--- config.mk ---
export PLATFORM = sky130hd
export DESIGN_NAME = thermistor_adc_to_temperature
export DESIGN_NICKNAME = d
export VERILOG_FILES = /design/src/rtl/core/thadc_pkg.sv /design/src/rtl/core/thermistor_adc_to_temperature.sv
export VERILOG_INCLUDE_DIRS = /design/src /design/src/rtl/core
export SDC_FILE = /design/constraint.sdc
export NUM_CORES = 1
export LEC_CHECK = 0
export ABC_AREA = 0
export BUFFER_PORTS_ARGS = -buffer_cell sky130_fd_sc_hd__buf_2
export CAP_MARGIN = 20
export CORE_MARGIN = 2
export CORE_UTILIZATION = 45
export DETAILED_ROUTE_END_ITERATION = 6
export PLACE_DENSITY = 0.71
export SYNTH_ARGS = -nofsm -noshare
export SYNTH_HDL_FRONTEND = slang
export SYNTH_SLANG_ARGS = --single-unit
--- constraint.sdc ---
create_clock -name clk_i -period 15.3 [get_ports clk_i]
set_input_delay 3.825 -clock clk_i [delete_from_list [all_inputs] [get_ports clk_i]]
set_output_delay 3.825 -clock clk_i [all_outputs]
set_load 0.01 [all_outputs]
--- src/rtl/core/assert_macros.svh ---
// Assertion helpers used by the converter RTL.
`ifndef ASSERT_MACROS_SVH
`define ASSERT_MACROS_SVH

// Same-cycle implication, off while reset is asserted.
`define ASSERT_IMPLY(name, clk, rst_n, ante, cons, msg) \
  name: assert property (@(posedge clk) disable iff (!(rst_n)) (ante) |-> (cons)) \
    else $error(msg);

// Next-cycle implication, off while reset is asserted.
`define ASSERT_NEXT(name, clk, rst_n, ante, cons, msg) \
  name: assert property (@(posedge clk) disable iff (!(rst_n)) (ante) |=> (cons)) \
    else $error(msg);

`endif

--- src/rtl/core/thadc_pkg.sv ---
package thadc_pkg;

  localparam int ADC_W     = 16;
  localparam int TEMP_W    = 16;
  localparam int START_W   = 11;
  localparam int STEP_W    = 7;
  localparam int NUM_W     = 23;  // step * reading difference + half span
  localparam int CNT_W     = 5;
  localparam int CURVE_LEN = 106;

  // Calibration curve, ADC sum per table step, falling with temperature.
  localparam logic [ADC_W-1:0] CURVE [CURVE_LEN] = '{
    16'd3696, 16'd3675, 16'd3653, 16'd3630, 16'd3607, 16'd3582, 16'd3557, 16'd3531,
    16'd3504, 16'd3476, 16'd3448, 16'd3418, 16'd3388, 16'd3356, 16'd3324, 16'd3291,
    16'd3258, 16'd3223, 16'd3188, 16'd3152, 16'd3115, 16'd3078, 16'd3040, 16'd3001,
    16'd2961, 16'd2921, 16'd2881, 16'd2839, 16'd2797, 16'd2755, 16'd2713, 16'd2669,
    16'd2626, 16'd2582, 16'd2538, 16'd2494, 16'd2449, 16'd2404, 16'd2359, 16'd2313,
    16'd2268, 16'd2223, 16'd2177, 16'd2132, 16'd2087, 16'd2043, 16'd1999, 16'd1955,
    16'd1912, 16'd1869, 16'd1826, 16'd1784, 16'd1742, 16'd1701, 16'd1660, 16'd1620,
    16'd1580, 16'd1540, 16'd1502, 16'd1464, 16'd1426, 16'd1389, 16'd1353, 16'd1318,
    16'd1283, 16'd1249, 16'd1215, 16'd1183, 16'd1150, 16'd1119, 16'd1089, 16'd1058,
    16'd1029, 16'd1001, 16'd973,  16'd945,  16'd919,  16'd893,  16'd868,  16'd843,
    16'd819,  16'd796,  16'd773,  16'd751,  16'd730,  16'd709,  16'd689,  16'd669,
    16'd650,  16'd632,  16'd614,  16'd597,  16'd580,  16'd563,  16'd547,  16'd532,
    16'd516,  16'd502,  16'd487,  16'd473,  16'd460,  16'd447,  16'd434,  16'd422,
    16'd410,  16'd398
  };

  typedef enum logic [1:0] {
    REG_START = 2'd0,
    REG_STEP  = 2'd1,
    REG_UNDER = 2'd2,
    REG_OVER  = 2'd3
  } reg_idx_e;

  typedef enum logic [1:0] {
    RANGE_IN    = 2'd0,
    RANGE_UNDER = 2'd1,
    RANGE_OVER  = 2'd2
  } range_e;

  typedef enum logic [3:0] {
    ST_IDLE,
    ST_LAST,
    ST_FIRST,
    ST_SEARCH,
    ST_LOW,
    ST_HIGH,
    ST_MUL,
    ST_DIV,
    ST_DONE
  } state_e;

endpackage

--- src/rtl/core/thermistor_adc_to_temperature.sv ---
// Thermistor ADC sum to temperature converter.
// Input stream: s_axis_tdata_i carries one 16-bit summed ADC reading per transfer.
// Output stream: m_axis_tdata_o carries the temperature in tenths of a degree,
// m_axis_tuser_o the range status (0 in table, 1 clamped at start, 2 clamped at end).
// APB port: registers start_temperature (0x0), step_size (0x4), under_value (0x8)
// and over_value (0xC); write them only while no reading is in flight.
// One reading is worked at a time. A reading outside a table end goes from the
// end check that finds it straight to the output register; one equal to a table
// end passes the multiply first. Any other reading takes two end checks, one ROM
// read per binary search step (6 or 7 at 106 entries), the low and high entry
// lookups, the multiply, the bit-serial divider and the output load; a reading
// that lands on an entry skips the high lookup and the divider. The divider sets
// the rate; the next transfer can come at the edge after the output register loads.
// The result waits in an output register; the next reading is taken while it
// waits, and a finished result holds its last state until the register frees.
// Reset clears the stream state and loads the register defaults; the ROM is a
// constant table and needs no clearing.
`include "assert_macros.svh"

module thermistor_adc_to_temperature
  import thadc_pkg::*;
#(
  parameter int TABLE_ENTRIES = 106
) (
  input  logic              clk_i,
  input  logic              rst_ni,
  input  logic              s_axis_tvalid_i,
  output logic              s_axis_tready_o,
  input  logic [ADC_W-1:0]  s_axis_tdata_i,   // [15:0] adc_sum
  output logic              m_axis_tvalid_o,
  input  logic              m_axis_tready_i,
  output logic [TEMP_W-1:0] m_axis_tdata_o,   // [15:0] temperature
  output logic [1:0]        m_axis_tuser_o,   // [1:0] range_status
  input  logic              psel,
  input  logic              penable,
  input  logic              pwrite,
  input  logic [3:0]        paddr,
  input  logic [31:0]       pwdata,
  output logic [31:0]       prdata,
  output logic              pready
);

  localparam int IW     = $clog2(TABLE_ENTRIES);
  localparam int PROD_W = (IW + STEP_W > START_W - 1) ? IW + STEP_W : START_W - 1;
  localparam int BASE_W = PROD_W + 2;
  localparam int RES_W  = ((BASE_W > NUM_W + 1) ? BASE_W : NUM_W + 1) + 1;
  localparam logic [IW-1:0] LastIdx = IW'(TABLE_ENTRIES - 1);
  localparam logic signed [RES_W-1:0] SatMax = RES_W'(32767);
  localparam logic signed [RES_W-1:0] SatMin = RES_W'(-32768);

  // Calibration ROM
  logic [ADC_W-1:0] rom_mem [TABLE_ENTRIES];
  for (genvar gi = 0; gi < TABLE_ENTRIES; gi++) begin : g_rom
    if (gi < CURVE_LEN) begin : g_curve
      assign rom_mem[gi] = CURVE[gi];
    end else begin : g_zero
      assign rom_mem[gi] = '0;
    end
  end

  // Configuration registers
  logic [START_W-1:0] start_q;
  logic [STEP_W-1:0]  step_q;
  logic [TEMP_W-1:0]  under_q, over_q;
  logic               cfg_wr;
  reg_idx_e           cfg_idx;

  assign pready  = 1'b1;
  assign cfg_wr  = psel && penable && pwrite;
  assign cfg_idx = reg_idx_e'(paddr[3:2]);

  always_ff @(posedge clk_i or negedge rst_ni) begin
    if (!rst_ni) begin
      start_q <= START_W'(-50);
      step_q  <= STEP_W'(10);
      under_q <= TEMP_W'(-50);
      over_q  <= TEMP_W'(1000);
    end else if (cfg_wr) begin
      unique case (cfg_idx)
        REG_START: start_q <= pwdata[START_W-1:0];
        REG_STEP:  step_q  <= pwdata[STEP_W-1:0];
        REG_UNDER: under_q <= pwdata[TEMP_W-1:0];
        REG_OVER:  over_q  <= pwdata[TEMP_W-1:0];
      endcase
    end
  end

  always_comb begin
    unique case (cfg_idx)
      REG_START: prdata = {{(32-START_W){1'b0}}, start_q};
      REG_STEP:  prdata = {{(32-STEP_W){1'b0}}, step_q};
      REG_UNDER: prdata = {{(32-TEMP_W){1'b0}}, under_q};
      REG_OVER:  prdata = {{(32-TEMP_W){1'b0}}, over_q};
    endcase
  end

  // Work registers
  state_e                   state_q, state_d;
  logic [ADC_W-1:0]         adc_q, adc_d;
  logic [IW-1:0]            lo_q, lo_d, hi_q, hi_d, addr_q, addr_d, tidx_q, tidx_d;
  logic [ADC_W-1:0]         rom_q, vl_q, vl_d;
  logic                     sub_q, sub_d;
  range_e                   status_q, status_d;
  logic signed [BASE_W-1:0] base_q, base_d;
  logic [NUM_W-1:0]         quo_q, quo_d;
  logic [ADC_W-1:0]         rem_q, rem_d, div_q, div_d;
  logic [CNT_W-1:0]         cnt_q, cnt_d;
  logic                     m_valid_q, m_valid_d;
  logic [TEMP_W-1:0]        m_temp_q, m_temp_d;
  range_e                   m_status_q, m_status_d;

  // Shared compare and search logic
  logic             in_xfer, out_free, adc_lt, adc_gt, adc_eq, gap_wide, interp;
  logic [IW-1:0]    srch_lo, srch_hi, srch_rd;
  logic [IW:0]      mid_sum;
  logic [ADC_W-1:0] span, diff;
  logic [ADC_W:0]   rem_sh;
  logic             div_ge;
  logic signed [RES_W-1:0] res;
  logic [TEMP_W-1:0] res_sat;

  assign s_axis_tready_o = (state_q == ST_IDLE);
  assign in_xfer         = s_axis_tvalid_i && s_axis_tready_o;
  assign out_free        = !m_valid_q || m_axis_tready_i;
  assign adc_lt          = adc_q < rom_q;
  assign adc_gt          = adc_q > rom_q;
  assign adc_eq          = adc_q == rom_q;

  always_comb begin
    if (state_q == ST_FIRST) begin
      srch_lo = '0;
      srch_hi = LastIdx;
    end else if (adc_gt) begin
      srch_lo = lo_q;
      srch_hi = addr_q;
    end else begin
      srch_lo = addr_q;
      srch_hi = hi_q;
    end
    gap_wide = (srch_hi - srch_lo) > IW'(1);
    mid_sum  = {1'b0, srch_lo} + {1'b0, srch_hi};
    srch_rd  = gap_wide ? mid_sum[IW:1] : srch_lo;
  end

  assign span   = vl_q - rom_q;
  assign diff   = adc_q - rom_q;
  assign interp = (vl_q > rom_q) && !adc_lt;

  assign rem_sh = {rem_q, quo_q[NUM_W-1]};
  assign div_ge = rem_sh >= {1'b0, div_q};

  always_comb begin
    res = RES_W'(base_q);
    if (sub_q) begin
      res = RES_W'(base_q) - RES_W'(quo_q);
    end
    if (res > SatMax) begin
      res_sat = TEMP_W'(SatMax);
    end else if (res < SatMin) begin
      res_sat = TEMP_W'(SatMin);
    end else begin
      res_sat = res[TEMP_W-1:0];
    end
  end

  // Next state
  always_comb begin
    state_d = state_q;
    unique case (state_q)
      ST_IDLE:   if (in_xfer) state_d = ST_LAST;
      ST_LAST: begin
        if (adc_lt) begin
          state_d = ST_DONE;
        end else if (adc_eq) begin
          state_d = ST_MUL;
        end else begin
          state_d = ST_FIRST;
        end
      end
      ST_FIRST: begin
        if (adc_gt) begin
          state_d = ST_DONE;
        end else if (adc_eq) begin
          state_d = ST_MUL;
        end else begin
          state_d = gap_wide ? ST_SEARCH : ST_LOW;
        end
      end
      ST_SEARCH: state_d = gap_wide ? ST_SEARCH : ST_LOW;
      ST_LOW:    state_d = adc_lt ? ST_HIGH : ST_MUL;
      ST_HIGH:   state_d = ST_MUL;
      ST_MUL:    state_d = sub_q ? ST_DIV : ST_DONE;
      ST_DIV:    if (cnt_q == CNT_W'(NUM_W - 1)) state_d = ST_DONE;
      ST_DONE:   if (out_free) state_d = ST_IDLE;
      default:   state_d = ST_IDLE;
    endcase
  end

  // Datapath and outputs
  always_comb begin
    adc_d      = adc_q;
    lo_d       = lo_q;
    hi_d       = hi_q;
    addr_d     = addr_q;
    tidx_d     = tidx_q;
    vl_d       = vl_q;
    sub_d      = sub_q;
    status_d   = status_q;
    base_d     = base_q;
    quo_d      = quo_q;
    rem_d      = rem_q;
    div_d      = div_q;
    cnt_d      = cnt_q;
    m_valid_d  = m_valid_q && !m_axis_tready_i;
    m_temp_d   = m_temp_q;
    m_status_d = m_status_q;
    unique case (state_q)
      ST_IDLE: begin
        if (in_xfer) begin
          adc_d    = s_axis_tdata_i;
          addr_d   = LastIdx;
          status_d = RANGE_IN;
          sub_d    = 1'b0;
        end
      end
      ST_LAST: begin
        if (adc_lt) begin
          status_d = RANGE_OVER;
        end else if (adc_eq) begin
          tidx_d = LastIdx;
        end else begin
          addr_d = '0;
        end
      end
      ST_FIRST: begin
        if (adc_gt) begin
          status_d = RANGE_UNDER;
        end else if (adc_eq) begin
          tidx_d = '0;
        end else begin
          lo_d   = srch_lo;
          hi_d   = srch_hi;
          addr_d = srch_rd;
        end
      end
      ST_SEARCH: begin
        lo_d   = srch_lo;
        hi_d   = srch_hi;
        addr_d = srch_rd;
      end
      ST_LOW: begin
        // Reading at or above the lower bound entry lands on it exactly.
        tidx_d = lo_q;
        vl_d   = rom_q;
        addr_d = hi_q;
      end
      ST_HIGH: begin
        tidx_d = hi_q;
        sub_d  = interp;
        quo_d  = NUM_W'(step_q) * NUM_W'(diff) + NUM_W'(span[ADC_W-1:1]);
        div_d  = span;
        rem_d  = '0;
        cnt_d  = '0;
      end
      ST_MUL: begin
        base_d = BASE_W'($signed(start_q)) + $signed(BASE_W'(step_q) * BASE_W'(tidx_q));
      end
      ST_DIV: begin
        rem_d = div_ge ? ADC_W'(rem_sh - {1'b0, div_q}) : rem_sh[ADC_W-1:0];
        quo_d = {quo_q[NUM_W-2:0], div_ge};
        cnt_d = cnt_q + CNT_W'(1);
      end
      ST_DONE: begin
        if (out_free) begin
          m_valid_d  = 1'b1;
          m_status_d = status_q;
          case (status_q)
            RANGE_UNDER: m_temp_d = under_q;
            RANGE_OVER:  m_temp_d = over_q;
            default:     m_temp_d = res_sat;
          endcase
        end
      end
      default: ;
    endcase
  end

  always_ff @(posedge clk_i or negedge rst_ni) begin
    if (!rst_ni) begin
      state_q   <= ST_IDLE;
      m_valid_q <= 1'b0;
    end else begin
      state_q   <= state_d;
      m_valid_q <= m_valid_d;
    end
  end

  always_ff @(posedge clk_i) begin
    rom_q      <= rom_mem[addr_d];
    adc_q      <= adc_d;
    lo_q       <= lo_d;
    hi_q       <= hi_d;
    addr_q     <= addr_d;
    tidx_q     <= tidx_d;
    vl_q       <= vl_d;
    sub_q      <= sub_d;
    status_q   <= status_d;
    base_q     <= base_d;
    quo_q      <= quo_d;
    rem_q      <= rem_d;
    div_q      <= div_d;
    cnt_q      <= cnt_d;
    m_temp_q   <= m_temp_d;
    m_status_q <= m_status_d;
  end

  assign m_axis_tvalid_o = m_valid_q;
  assign m_axis_tdata_o  = m_temp_q;
  assign m_axis_tuser_o  = m_status_q;

  `ASSERT_NEXT(a_accept_reads_last, clk_i, rst_ni, in_xfer, state_q == ST_LAST,
               "accepted reading did not start with the last table entry")
  `ASSERT_IMPLY(a_search_gap, clk_i, rst_ni, state_q == ST_SEARCH, (hi_q - lo_q) > IW'(1),
                "binary search running with adjacent bounds")
  `ASSERT_IMPLY(a_div_nonzero, clk_i, rst_ni, state_q == ST_DIV, div_q != '0,
                "divider running with a zero span")
  `ASSERT_IMPLY(a_status_legal, clk_i, rst_ni, m_axis_tvalid_o,
                m_axis_tuser_o == RANGE_IN || m_axis_tuser_o == RANGE_UNDER ||
                m_axis_tuser_o == RANGE_OVER,
                "range status code out of range")

endmodule
==> results of run 1 <==
[stage by stage]
| stage | worst slack, ns | hold slack [ns] | cell area, µm² | cells | utilization |
|---|---|---|---|---|---|
| 6_report | 6.36 | 0.437 | 22400 | 2875 | 0.496 |
| 5_1_grt | 6.29 | 0.445 | 22400 | 2875 | 0.496 |
| 4_1_cts | 6.35 | 0.436 | 22400 | 2872 | 0.494 |
| 3_5_place_dp | 6.34 | 0.421 | 21500 | 2824 | 0.474 |
| 3_3_place_gp | 6.36 | 0.415 | 21500 | 2822 | 0.474 |
| 2_1_floorplan | 6.37 | 0.408 | 20700 | 2234 | - |
[sequential cells by signal (all words and copies together) (netlist names), 2 cells and up]
| name | flops |
|---|---|
| rem_q | 16 |
| base_q | 16 |
| m_axis_tdata_o | 16 |
| m_axis_tuser_o | 2 |
| quo_q | 23 |
| step_q | 7 |
| tidx_q | 7 |
| state_q | 4 |
| div_q | 16 |
| rom_q | 12 |
| under_q | 16 |
| over_q | 16 |
| lo_q | 7 |
| vl_q | 12 |
| adc_q | 16 |
| start_q | 11 |
| addr_q | 7 |
| status_q | 2 |
| cnt_q | 5 |
| hi_q | 7 |
[cells by family (layout without fill, tap and decap cells)]
logic type	Yosys count	count (layout)	share of synthesized area
multiplexers	114	114	0.0644
other	2	17	0.000364
flip-flops	220	220	0.299
AO/OA/AOI/OAI	509	509	0.160
buffers and inverters	352	393	0.0697
adder cells (fa/ha/maj)	297	297	0.221
AND/OR/NAND/NOR	634	634	0.147
XOR/XNOR	91	91	0.0386
[worst max-delay path, stage by stage]
cell	delay [ns]
buf_2	0.47
mux4_2	0.64
buf_2	0.17
[routing by layer]
metal	vias to the layer above	global-route usage	wire, µm	part of all wire
li1	7755	-	-	-
met1	7885	0.293	23000	0.44
met2	473	0.368	25100	0.48
met3	96	0.0245	2610	0.050
met4	0	0.0635	1520	0.029
met5	-	0	0	0
[cell type report]
class | instances | area (µm²) | share of cell area
clock buffer | 30 | 686 | 0.0306
clock inverter | 18 | 224 | 0.00998
inverter | 246 | 923 | 0.0411
multi-input combinational | 1662 | 13100 | 0.583
sequential | 220 | 6180 | 0.275
tap | 600 | 751 | 0.0335
timing repair buffer | 99 | 591 | 0.0263
[how the worst max path moves through the flow]
| stage | depth (start not counted) | endpoint |
|---|---|---|
| global placement | 3 | prdata[1] |
| floorplan | 3 | prdata[1] |
| CTS | 3 | prdata[1] |
| global route | 3 | prdata[1] |
| detailed placement | 3 | prdata[1] |
| finish | 3 | prdata[1] |
[synth_stat cells, types with 11 or more instances]
library cell	count
inv_1	240
buf_4	22
a21oi_1	154
buf_2	16
o211ai_1	11
nand2b_1	23
fa_1	114
xor2_1	29
clkbuf_1	64
dfxtp_1	19
a221oi_1	16
and3_1	15
nor3_1	34
nor2b_1	34
o21bai_1	27
a21boi_0	17
o21ai_0	113
ha_1	182
a31oi_1	17
nand3_1	39
and2_1	71
nand4_1	11
mux2i_1	42
dfstp_2	29
edfxtp_1	146
mux2_2	61
nand2_1	203
a211oi_1	15
dfrtp_1	26
a21o_1	22
o31ai_1	13
xnor2_1	62
o21a_1	18
or2_2	21
nor2_1	151
==> flow_metrics.py, run 1 <==
metrics = {
    "route": {
        "drt_wl_total_um": 52200,
        "num_vias": 16209,
        "firstDrtPassIters": 5,
        "final_antenna_net_count": 0,
        "routedWlPerCell_um": 18.2,
        "drc": 0,
        "drt_iter0_drc": 1137,
        "viasPerCell": 5.64,
    },
    "sta": {
        "maxSlewHeadroom": 0.270,
        "skew_ns": 0.0292,
        "period_needed_ns": 8.94,
        "fin_crit_sh": 0.584,
        "hold_viol": 0,
        "setup_tns_ns": 0,
        "slew_violations": 0,
        "tightest_slew_ns": 1.09,
        "setup_violations": 0,
        "max_freq_mhz": 112,
        "rsz0062_at_grt": "false",
    },
    "layout": {
        "nFillCells": 4197,
        "final_cell_mix": "240 x inv_1, 202 x nand2_1, 182 x ha_1",
        "fin_nets": 2610,
        "diodes": 0,
        "drive_above_1_share": 0.128,
        "syn2layout_area_growth_pct": 8.71,
        "final_common_cell": "inv_1",
    },
    "worst_hold_path": {
        "hold_path_end": "vl_q[4]$_DFFE_PN_",
        "min_from": "rom_q[4]$_DFF_P_",
        "hold_path_class": "reg -> reg",
        "hold_path_depth": 0,
    },
    "yosys": {
        "synthDistinctLibCells": 89,
        "synth.avg_cell_area_um2": 9.30,
        "ys.flop_type": "edfxtp_1",
        "synth_seq_cells": 220,
        "yosysSeqAreaShare": 0.299,
        "async_reset_ff_frac": 0.250,
        "synth_top_area_cell": "edfxtp_1",
        "ys_warn_count": 0,
        "syn-instance-count": 2219,
        "synth_top_area_frac": 0.212,
        "synth-edff-count": 146,
        "synth_area_leaders": "edfxtp_1 21%, fa_1 11%, ha_1 11%",
        "syn_area_um2": 20600,
    },
    "grt": {
        "grtUsageTotal": 0.217,
        "antenna_found_initial": 0,
        "grt_max_degree": 68,
        "grt_overflow": 0,
        "grt_pass1_wl_um": 83600,
        "grt_pass1_vias": 15856,
    },
    "clocking": {
        "root_buffer": "clkbuf_16",
        "worstSkewPairLatency_ns": 0.56,
        "cts_resized": 0,
        "cts_max_path_buffers": 3,
        "numCtsBuffers": 26,
        "h-tree-depth": 1,
        "cts_tree": "done",
        "cts_hold_buf": 0,
        "post-cts-setup-buffers": 0,
        "clkTransAtPathRegs_ns": 0.06,
        "cts.sinks": 220,
    },
    "critical_path": {
        "reg2reg_to": "quo_q[22]$_DFFE_PP_",
        "crit_path_end_kind": "output port",
        "path_class": "in -> out",
        "reg2reg_slack_ns": 6.99,
        "path_max_fanout": 24,
        "worst_setup_path_start_kind": "input port",
        "rr_worst_depth": 30,
        "startpoint": "paddr[2]",
        "r2r_start": "rom_q[1]$_DFF_P_",
        "arrival_ns": 5.11,
        "cp_data_required_time_ns": 11.48,
    },
    "die": {
        "start_util": 0.456,
        "core.rowCount": 78,
        "ios": 112,
        "chipHeight_um": 218,
        "coreArea_um2": 45300,
        "die-area_um2": 47600,
        "fp.dieW_um": 218,
    },
    "run_status": {
        "status": "finished clean",
    },
    "job": {
        "cap_violations": 0,
    },
    "placed_design": {
        "globalplace.congestion": 0.926,
        "io_buffers": 76,
        "dpl.hpwl_um": 39500,
    },
}
Power of run 1 is left out: the tool's default activity adds up to more than one toggle a clock period on the data nets, which glitch-free logic cannot reach.
==> run 2, diff against run 1 <==
- clock period: 15.3 -> 8.7 ns (I/O delays scaled with it)
==> run 2 against run 1 <==
  * Die area unchanged
  * Non-clock buffer count rose by 7
  * Core utilization is 0.077 points higher
  * Count of clock-buffer cells in the layout increased by 4
  * Via count up 1.8%
  * Final area rose by 0.16%
  * Critical path type is now reg -> reg
  * Highest routed layer is now met5
==> flow_metrics.py, run 2 (synthesized netlist as in run 1, its figures left out) <==
metrics = {
    "sta": {
        "skew_ns": 0.0399,
        "hold_viol": 0,
        "setup_violations": 0,
        "period_needed_ns": 7.93,
        "max_freq_mhz": 126,
        "setup_tns_ns": 0,
        "maxSlewHeadroom": 0.298,
        "fin_crit_sh": 0.912,
        "slew_violations": 0,
        "rsz0062_at_grt": "false",
        "tightest_slew_ns": 1.05,
    },
    "layout": {
        "multi_input_area_um2": 13100,
        "largest_reg_flops": 23,
        "top_register": "quo_q",
        "fin_nets": 2618,
        "syn2layout_area_growth_pct": 8.88,
        "drive_above_1_share": 0.132,
        "final_common_cell": "inv_1",
        "final_cell_mix": "240 x inv_1, 202 x nand2_1, 182 x ha_1",
        "nFillCells": 4197,
        "final-seq-area_um2": 6180,
        "diodes": 0,
    },
    "clocking": {
        "root_buffer": "clkbuf_16",
        "clkTransAtPathRegs_ns": 0.06,
        "worstSkewPairLatency_ns": 0.58,
        "cts_max_path_buffers": 3,
        "cts_tree": "done",
        "cts_hold_buf": 0,
        "cts.sinks": 220,
        "numCtsBuffers": 27,
        "h-tree-depth": 1,
    },
    "grt": {
        "grtUsageTotal": 0.220,
        "grt_overflow": 0,
        "grt_pass1_vias": 16469,
        "grt_max_degree": 68,
        "grt_pass1_wl_um": 85100,
        "antenna_found_initial": 1,
    },
    "route": {
        "drc": 0,
        "drt_iter0_drc": 1116,
        "firstDrtPassIters": 6,
        "num_vias": 16504,
        "drt_wl_total_um": 52600,
        "final_antenna_net_count": 0,
        "routedWlPerCell_um": 18.2,
        "viasPerCell": 5.72,
    },
    "job": {
        "cap_violations": 0,
    },
    "placed_design": {
        "globalplace.congestion": 0.919,
        "io_buffers": 76,
        "dpl.hpwl_um": 40300,
    },
    "critical_path": {
        "worst_setup_path_start_kind": "flop",
        "cpMaxStageDelayCell": "fa_1",
        "path_common_cell": "o21ai_0",
        "cp_data_required_time_ns": 8.99,
        "path_class": "reg -> reg",
        "path_max_fanout": 7,
        "arrival_ns": 8.22,
        "crit_path_end_kind": "flop",
        "max_stage_delay_ns": 0.52,
    },
    "die": {
        "start_util": 0.456,
        "die-area_um2": 47600,
        "core.rowCount": 78,
        "fp.dieW_um": 218,
        "ios": 112,
        "coreArea_um2": 45300,
        "chipHeight_um": 218,
    },
    "run_status": {
        "status": "finished clean",
    },
    "worst_hold_path": {
        "hold_path_class": "reg -> reg",
    },
}
run 2: final timing paths:
check                      slack [ns]  cells after the start                        end                from
max                              0.77                     29        quo_q[22]$_DFFE_PP_  adc_q[1]$_DFFE_PP_
min                              0.43                      0          vl_q[7]$_DFFE_PN_    rom_q[7]$_DFF_P_
max reg2reg                      0.77                     29        quo_q[22]$_DFFE_PP_  adc_q[1]$_DFFE_PP_
min reg2reg                      0.43                      0          vl_q[7]$_DFFE_PN_    rom_q[7]$_DFF_P_
max in group asynchronous        6.45                      2     state_q[2]$_DFFE_PN0P_              rst_ni
min in group asynchronous        1.74                      2  m_axis_tvalid_o$_DFF_PN0_              rst_ni
run 2: stage by stage:
step	std cells	instance area, µm²	hold slack [ns]	worst slack (ns)	util
finish	2884	22500	0.430	0.769	0.496
global route	2884	22500	0.438	0.0667	0.496
CTS	2880	22400	0.430	0.639	0.495
detailed placement	2830	21500	0.417	0.635	0.475
global placement	2829	21500	0.417	0.825	0.475
floorplan	2234	20700	0.408	1.68	-
run 2: what timing repair did:
| action | CTS | global route |
|---|---|---|
| setup buffers | 0 | 0 |
| gates resized for setup | 0 | 1 |
| endpoints found under the setup margin | 0 | 1 |
run 2: layer usage:
metal | track usage | vias up | share of wire
met5 | 0 | - | 0.00025
met4 | 0.0615 | 2 | 0.028
met3 | 0.0295 | 112 | 0.059
met2 | 0.381 | 552 | 0.49
met1 | 0.288 | 8060 | 0.43
li1 | - | 7778 | -
run 2: layout make-up:
class                           count  area share
Clock buffer                       34      0.0330
Multi-Input combinational cell   1662       0.583
Timing Repair Buffer              106      0.0286
Sequential cell                   220       0.275
Clock inverter                     16     0.00635
Inverter                          246      0.0411
Tap cell                          600      0.0334
run 2: critical path, delay by kind of cell, from the launching register on:
| family | cells | cell delay [ns] |
|---|---|---|
| adders and majority gates | 6 | 2.59 |
| and+or+nand+nor | 5 | 0.97 |
| xor gates and xnor gates | 2 | 0.54 |
| DFF | 1 | 0.44 |
| buffers and inverters | 1 | 0.08 |
| AOI/OAI and AO/OA | 15 | 3.05 |
Power of run 2 is left out for the same reason.
==> run 3, diff against run 2 <==
- CORE_UTILIZATION: 45 -> 60
- PLACE_DENSITY: 0.71 -> 0.87
==> run 3 against run 2 <==
  * Die area down 25%
  * Critical endpoint unchanged
  * Cell count down 5.4%
  * Register-to-register slack worse by 0.24 ns
  * Non-clock buffer count down 1
  * Setup slack worse by 0.24 ns
  * Count of clock-buffer cells in the layout up 5
  * Sequential cell count unchanged
  * Critical path depth unchanged
==> flow_metrics.py, run 3 (synthesized netlist as in run 1, its figures left out) <==
metrics = {
    "worst_hold_path": {
        "min_from": "rom_q[6]$_DFF_P_",
        "hold_path_depth": 0,
        "hold_path_class": "reg -> reg",
    },
    "clocking": {
        "cts.sinks": 220,
        "cts_tree": "done",
        "cts_resized": 0,
        "clkTransAtPathRegs_ns": 0.07,
        "post-cts-setup-buffers": 0,
        "h-tree-depth": 1,
        "cts_hold_buf": 0,
        "worstSkewPairLatency_ns": 0.57,
        "numCtsBuffers": 25,
        "root_buffer": "clkbuf_16",
        "cts_max_path_buffers": 3,
    },
    "layout": {
        "drive_above_1_share": 0.128,
        "final_common_cell": "inv_1",
        "diodes": 0,
        "final_cell_mix": "240 x inv_1, 202 x nand2_1, 182 x ha_1",
        "multi_input_area_um2": 13100,
        "fin_nets": 2615,
        "final-seq-area_um2": 6180,
        "syn2layout_area_growth_pct": 7.45,
        "top_register": "quo_q",
        "nFillCells": 2511,
        "largest_reg_flops": 23,
    },
    "critical_path": {
        "path_common_cell": "o21ai_0",
        "path_class": "reg -> reg",
        "r2r_start": "rom_q[1]$_DFF_P_",
        "cpMaxStageDelayCell": "fa_1",
        "startpoint": "rom_q[1]$_DFF_P_",
        "rr_worst_depth": 29,
        "crit_path_end_kind": "flop",
        "cp_data_required_time_ns": 8.98,
        "arrival_ns": 8.44,
        "path_max_fanout": 7,
        "max_stage_delay_ns": 0.62,
        "worst_setup_path_start_kind": "flop",
    },
    "die": {
        "core.rowCount": 67,
        "ios": 112,
        "die-area_um2": 35900,
        "start_util": 0.613,
        "fp.dieW_um": 189,
        "chipHeight_um": 189,
        "coreArea_um2": 33700,
    },
    "route": {
        "drt_wl_total_um": 54900,
        "firstDrtPassIters": 6,
        "routedWlPerCell_um": 20.1,
        "viasPerCell": 6.27,
        "drt_iter0_drc": 1737,
        "drc": 0,
        "num_vias": 17091,
        "final_antenna_net_count": 0,
    },
    "grt": {
        "grt_max_degree": 68,
        "grt_pass1_vias": 17351,
        "grt_overflow": 0,
        "grtUsageTotal": 0.305,
        "grt_pass1_wl_um": 87900,
        "antenna_found_initial": 0,
    },
    "sta": {
        "maxSlewHeadroom": 0.244,
        "max_freq_mhz": 122,
        "setup_violations": 0,
        "period_needed_ns": 8.17,
        "skew_ns": 0.0256,
        "whs_ns": 0.426,
        "fin_crit_sh": 0.939,
        "rsz0062_at_grt": "false",
        "tightest_slew_ns": 1.13,
        "slew_violations": 0,
        "setup_tns_ns": 0,
        "hold_viol": 0,
    },
    "placed_design": {
        "io_buffers": 76,
        "globalplace.congestion": 0.924,
        "dpl.hpwl_um": 39900,
    },
    "job": {
        "cap_violations": 0,
    },
    "run_status": {
        "status": "finished clean",
    },
}
==> run 3: cell count changes in the layout (fill, tap and decap cells not counted) <==
cell	delta
inv_8	-1
clkinv_1	-1
clkinv_4	-2
clkbuf_16	-1
buf_2	-1
inv_6	+2
bufinv_16	-1
buf_4	+1
inv_4	-1
buf_16	-1
clkinv_2	-5
clkbuf_1	+6
==> run 3: worst max-delay path, delay by kind of cell (launching register included) <==
family | cells | cell delay, ns
AND/OR/NAND/NOR | 3 | 0.81
buffers and inverters | 3 | 0.34
flip-flops | 1 | 0.31
XOR/XNOR | 1 | 0.26
AO/OA/AOI/OAI | 16 | 3.55
adder cells (fa/ha/maj) | 6 | 2.61
==> run 3: final timing paths <==
check | end | slack (ns)
min in group asynchronous | m_axis_tvalid_o$_DFF_PN0_ | 1.75
worst max register to register | quo_q[22]$_DFFE_PP_ | 0.53
worst min register to register | vl_q[6]$_DFFE_PN_ | 0.43
worst min-delay path | vl_q[6]$_DFFE_PN_ | 0.43
worst max-delay path | quo_q[22]$_DFFE_PP_ | 0.53
max in group asynchronous | state_q[1]$_DFFE_PN0P_ | 6.47
==> run 3: area by class of cell <==
type                    instances  share of cell area
well taps                     448              0.0253
clock buffers                  39              0.0333
multi-input cells            1662               0.590
flip-flops and latches        220               0.278
clock inverters                 7             0.00299
repair buffers                105              0.0279
inverters                     246              0.0416
==> run 3: metrics by stage <==
step                      worst slack (ns)  utilization  instances  area [µm²]
after floorplan                       1.68            -       2234       20700
after global placement               0.825        0.633       2678       21300
after detailed placement             0.647        0.633       2678       21300
after CTS                            0.526        0.657       2724       22100
after global routing                0.0714        0.658       2727       22200
final                                0.533        0.658       2727       22200
==> run 3: layer usage <==
metal | wire [µm] | vias up | global-route usage | share of wire
li1 | - | 7779 | - | -
met1 | 20900 | 8186 | 0.380 | 0.38
met2 | 27000 | 933 | 0.531 | 0.49
met3 | 4490 | 193 | 0.0386 | 0.082
met4 | 2510 | 0 | 0.135 | 0.046
met5 | 0 | - | 0 | 0
Power of run 3 is left out for the same reason.
